<file path="src/hdl/sle_pkg.sv">
`timescale 1ns / 1ps

package sle_pkg;

    localparam int CAPACITY_DEF   = 64;
    localparam int VALUE_BITS_DEF = 32;
    localparam int VALUE_W        = 32;
    localparam int COUNT_OUT_W    = 7;

    typedef enum logic [1:0] {
        OP_INSERT   = 2'd0,
        OP_REMOVE   = 2'd1,
        OP_CONTAINS = 2'd2,
        OP_CLEAR    = 2'd3
    } t_op;

    typedef enum logic [1:0] {
        ST_OK        = 2'd0,
        ST_NOT_FOUND = 2'd1,
        ST_FULL      = 2'd2
    } t_status;

    // Broadcast from the control to every cell of the chain.
    typedef struct packed {
        logic fire;
        t_op  op;
        logic full;
        logic found;
    } t_cell_ctl;

endpackage

</file>
<file path="src/hdl/sle_cell.sv">
`timescale 1ns / 1ps

module sle_cell #(
    parameter int IDX        = 0,
    parameter int VALUE_BITS = sle_pkg::VALUE_BITS_DEF,
    parameter int COUNT_W    = 7
) (
    input  logic                  i_clk,
    input  sle_pkg::t_cell_ctl    i_ctl,
    input  logic [VALUE_BITS-1:0] i_key,
    input  logic [COUNT_W-1:0]    i_count,
    input  logic [VALUE_BITS-1:0] i_left_entry,
    input  logic                  i_left_le,
    input  logic [VALUE_BITS-1:0] i_right_entry,
    output logic [VALUE_BITS-1:0] o_entry,
    output logic                  o_le,
    output logic                  o_eq
);

    logic [VALUE_BITS-1:0] r_entry;
    logic [VALUE_BITS-1:0] n_entry;
    logic                  w_valid;
    logic                  w_ge;

    assign w_valid = (i_count > COUNT_W'(IDX));
    assign o_le    = w_valid && ($signed(r_entry) <= $signed(i_key));
    assign o_eq    = w_valid && (r_entry == i_key);
    assign w_ge    = w_valid && ($signed(r_entry) >= $signed(i_key));
    assign o_entry = r_entry;

    always_comb begin
        n_entry = r_entry;
        if (i_ctl.fire) begin
            case (i_ctl.op)
                sle_pkg::OP_INSERT: begin
                    // keep smaller-or-equal entries, drop key at the boundary, shift the rest up
                    if (!i_ctl.full && !o_le) begin
                        n_entry = i_left_le ? i_key : i_left_entry;
                    end
                end
                sle_pkg::OP_REMOVE: begin
                    // close the gap from the first equal entry upward
                    if (i_ctl.found && w_ge) begin
                        n_entry = i_right_entry;
                    end
                end
                default: n_entry = r_entry;
            endcase
        end
    end

    always_ff @(posedge i_clk) begin
        r_entry <= n_entry;
    end

endmodule

</file>
<file path="config.mk">
export PLATFORM = sky130hd
export DESIGN_NAME = sle_cell
export DESIGN_NICKNAME = d
export VERILOG_FILES = /design/src/hdl/sle_pkg.sv /design/src/hdl/sle_cell.sv
export SDC_FILE = /design/constraint.sdc
export NUM_CORES = 1
export LEC_CHECK = 0
export CAP_MARGIN = 10
export CORE_UTILIZATION = 25
export DETAILED_ROUTE_END_ITERATION = 7
export DONT_BUFFER_PORTS = 1
export PLACE_DENSITY = 0.43
export SYNTH_ARGS = -nofsm -noshare
export SYNTH_HDL_FRONTEND = slang
export SYNTH_SLANG_ARGS = --single-unit
</file>
<file path="constraint.sdc">
create_clock -name i_clk -period 3.6 [get_ports i_clk]
set_clock_uncertainty 0.15 [all_clocks]
set_input_delay 0.72 -clock i_clk [delete_from_list [all_inputs] [get_ports i_clk]]
set_output_delay 0.72 -clock i_clk [all_outputs]
set_load 0.02 [all_outputs]
</file>
==> impl_metrics.csv <==
group,metric,value,unit
grt,grt_pass1_wl,10340,µm
critical_path,critPathLaunchType,"flop",
yosys,syn_inst,271,
die,initial_utilization,26.21,%
clock_network,insertion_delay,0.28,ns
die,die_h,104.2,µm
clock_network,path_clk_slew,0.07,ns
critical_path,crit_required,2.73,ns
grt,antenna_found_initial,0,
yosys,synthSimpleGateAreaFrac,15.88,%
grt,track_usage,12.33,%
sta,finalMaxSlewViolations,0,
critical_path,end_kind,"output pin",
yosys,synth-xor-area-share,0,%
detailed_routing,final_antenna_net_count,0,
critical_path,critical_path_class,"flop to output pin",
grt,grt_start_max_net_pins,65,
die,core,9955,µm²
detailed_routing,routed-via-count,1905,
pwr,leakage,1.210,nW
sta,finalHoldViolations,0,
sta,tns,0,ns
critical_path,worstPathArrival,2.54,ns
finish,drive_above_1_share,8.456,%
yosys,yosysSeqAreaShare,36.83,%
sta,fin_crit,3.414,ns
detailed_routing,drc,0,
worst_hold_path,hold_class,"input port to flop",
yosys,synth_edf_count,32,
pwr,p_per_area,301.3,nW/µm²
grt,gr-total-overflow,0,
sta,tightest_slew,0.5377,ns
finish,seq_area,960.9,µm²
yosys,synth_area_per_cell,9.626,µm²
clock_network,cts_made_buffers,5,
die,io-pin-count,144,
finish,most-common-layout-cells,"nand2_1 (38), o21ai_0 (35), inv_1 (33)",
yosys,yosysTopAreaCell,"edfxtp_1",
sta,max_freq,0.2929,GHz
clock_network,cts_tree,"yes",
run_status,status,"complete, no violations",
yosys,async_reset_ff_share,0,%
yosys,ys_ff_latch,32,
yosys,synth_compound_area_share,13.19,%
sta,setup_viol,0,
finish,fin_cells,405,
detailed_routing,dr.first_iter.drc_count,63,
clock_network,htree_num_levels,2,
yosys,synth.distinct_cells,37,
finish,final_common_cell,"nand2_1",
detailed_routing,drtPass1Iterations,4,
placement,placedCellCount,398,
clock_network,cts.sinks,32,
sta,grt_setup_unrepaired,"false",
clock_network,clockBufferDepth,2,
yosys,synth_warnings,0,
finish,largest_register_ffs,32,
finish,diodes,0,
detailed_routing,drt-total-wl,6480,µm
finish,fillers,1068,
clock_network,clockRootBuffer,"clkbuf_8",
yosys,synth_top_area_share,36.83,%
placement,io_buffers,0,
die,dieArea,10850,µm²
placement,place_hpwl,5237,µm
sta,slew_headroom,64.15,%
detailed_routing,via_per_inst,4.704,
critical_path,worstPathMaxFanout,4,
yosys,muxShareOfSynthArea,12.28,%
finish,area_growth,10.36,%
detailed_routing,drt-wirelength-per-cell,16.00,µm
yosys,synth_fa_ha_area_share,15.35,%
die,row_count,36,
yosys,syn_area,2609,µm²
finish,fin_nets,414,
flow_run,maxCapViolCount,0,
pwr,peakVddDrop,104.3,µV
sta,period_share,94.83,%
yosys,synth_nets,413,
placement,place_congestion,0.7196,
die,fp.dieW,104.2,µm
grt,grt_pass1_vias,1932,
finish,multi_input_area,1501,µm²
yosys,synth_area_leaders,"edfxtp_1 (37%), ha_1 (15%), mux2i_1 (12%)",
yosys,synth_top_family_by_area,"simple AND/OR/NAND/NOR gates",
yosys,synthFlopType,"edfxtp_1",
==> metrics by stage <==
step	setup slack [ns]	hold WS (ns)	power (mW)	utilization, %	area, µm²
after floorplan	0.08235	0.7571	0.5847	-	2609
after global placement	0.2641	0.7626	0.6100	28.02	2789
after detailed placement	0.1935	0.7658	0.6129	28.02	2789
after CTS	0.05971	0.4622	0.8950	28.78	2865
after global routing	0.007247	0.4577	0.9357	28.92	2879
final	0.1862	0.4765	0.8674	28.92	2879
==> area by class of cell <==
cell class | count | share of cell area, %
inverter | 33 | 4.302
clock inverter | 2 | 0.2608
clock buffer | 5 | 2.390
tap | 133 | 5.780
timing repair buffer | 5 | 1.738
multi-input combinational | 195 | 52.15
sequential | 32 | 33.38
==> path summary, 6_finish.rpt <==
| path | startpoint | endpoint | slack (ns) | cells after the start |
|---|---|---|---|---|
| setup / recovery | o_entry[17] | o_le | 0.19 | 8 |
| setup reg to reg | o_entry[17] | o_entry[22] | 0.69 | 8 |
| hold reg to reg | o_entry[31] | o_entry[28] | 1.22 | 4 |
| hold / removal | i_right_entry[30] | o_entry[30] | 0.48 | 2 |
==> cell usage after synthesis (3+ instances only) <==
cell and n:
buf_2 3, nor2_1 4, edfxtp_1 32, nand4_1 4
mux2i_1 32, o21ai_0 35, nor2b_1 3, a21oi_1 13
nand2_1 38, nand3_1 5, inv_1 33, clkbuf_1 8
ha_1 32
==> repair_timing <==
| item | 4_1_cts | 5_1_grt |
|---|---|---|
| setup endpoints to repair | 0 | 1 |
| setup buffers | 0 | 0 |
| hold buffers | 0 | 0 |
| gates resized for setup | 0 | 2 |
==> worst max-delay path, stage by stage (launching register included) <==
cell	delay, ns
edfxtp_1	0.51
ha_1	0.34
a21oi_1	0.15
o21ai_1	0.11
a22o_1	0.25
or4_4	0.44
nor2b_1	0.16
nor4_2	0.12
buf_4	0.18
==> routing by layer <==
layer | GRT usage, % | routed length, µm | vias to the layer above | share of wire (%)
met3 | 3.697 | 534 | 4 | 8.2
met1 | 15.74 | 2890 | 822 | 45
li1 | - | - | 985 | -
met2 | 20.10 | 2994 | 94 | 46
met5 | 0 | 0 | - | 0
met4 | 3.367 | 61 | 0 | 0.94
==> cell families (layout without fill, tap and decap cells) <==
logic type | after synthesis | in the layout
AND/OR/NAND/NOR | 70 | 70
AO/OA/AOI/OAI | 61 | 61
buffers and inverters | 44 | 45
adder cells (fa/ha/maj) | 32 | 32
multiplexers | 32 | 32
flip-flops | 32 | 32
==> power breakdown <==
part / switching, mW / internal [mW]
Sequential: 0.0215 / 0.430
Clock: 0.138 / 0.128
Combinational: 0.0803 / 0.0690
Note: power is estimated with default switching activity, not from simulation.
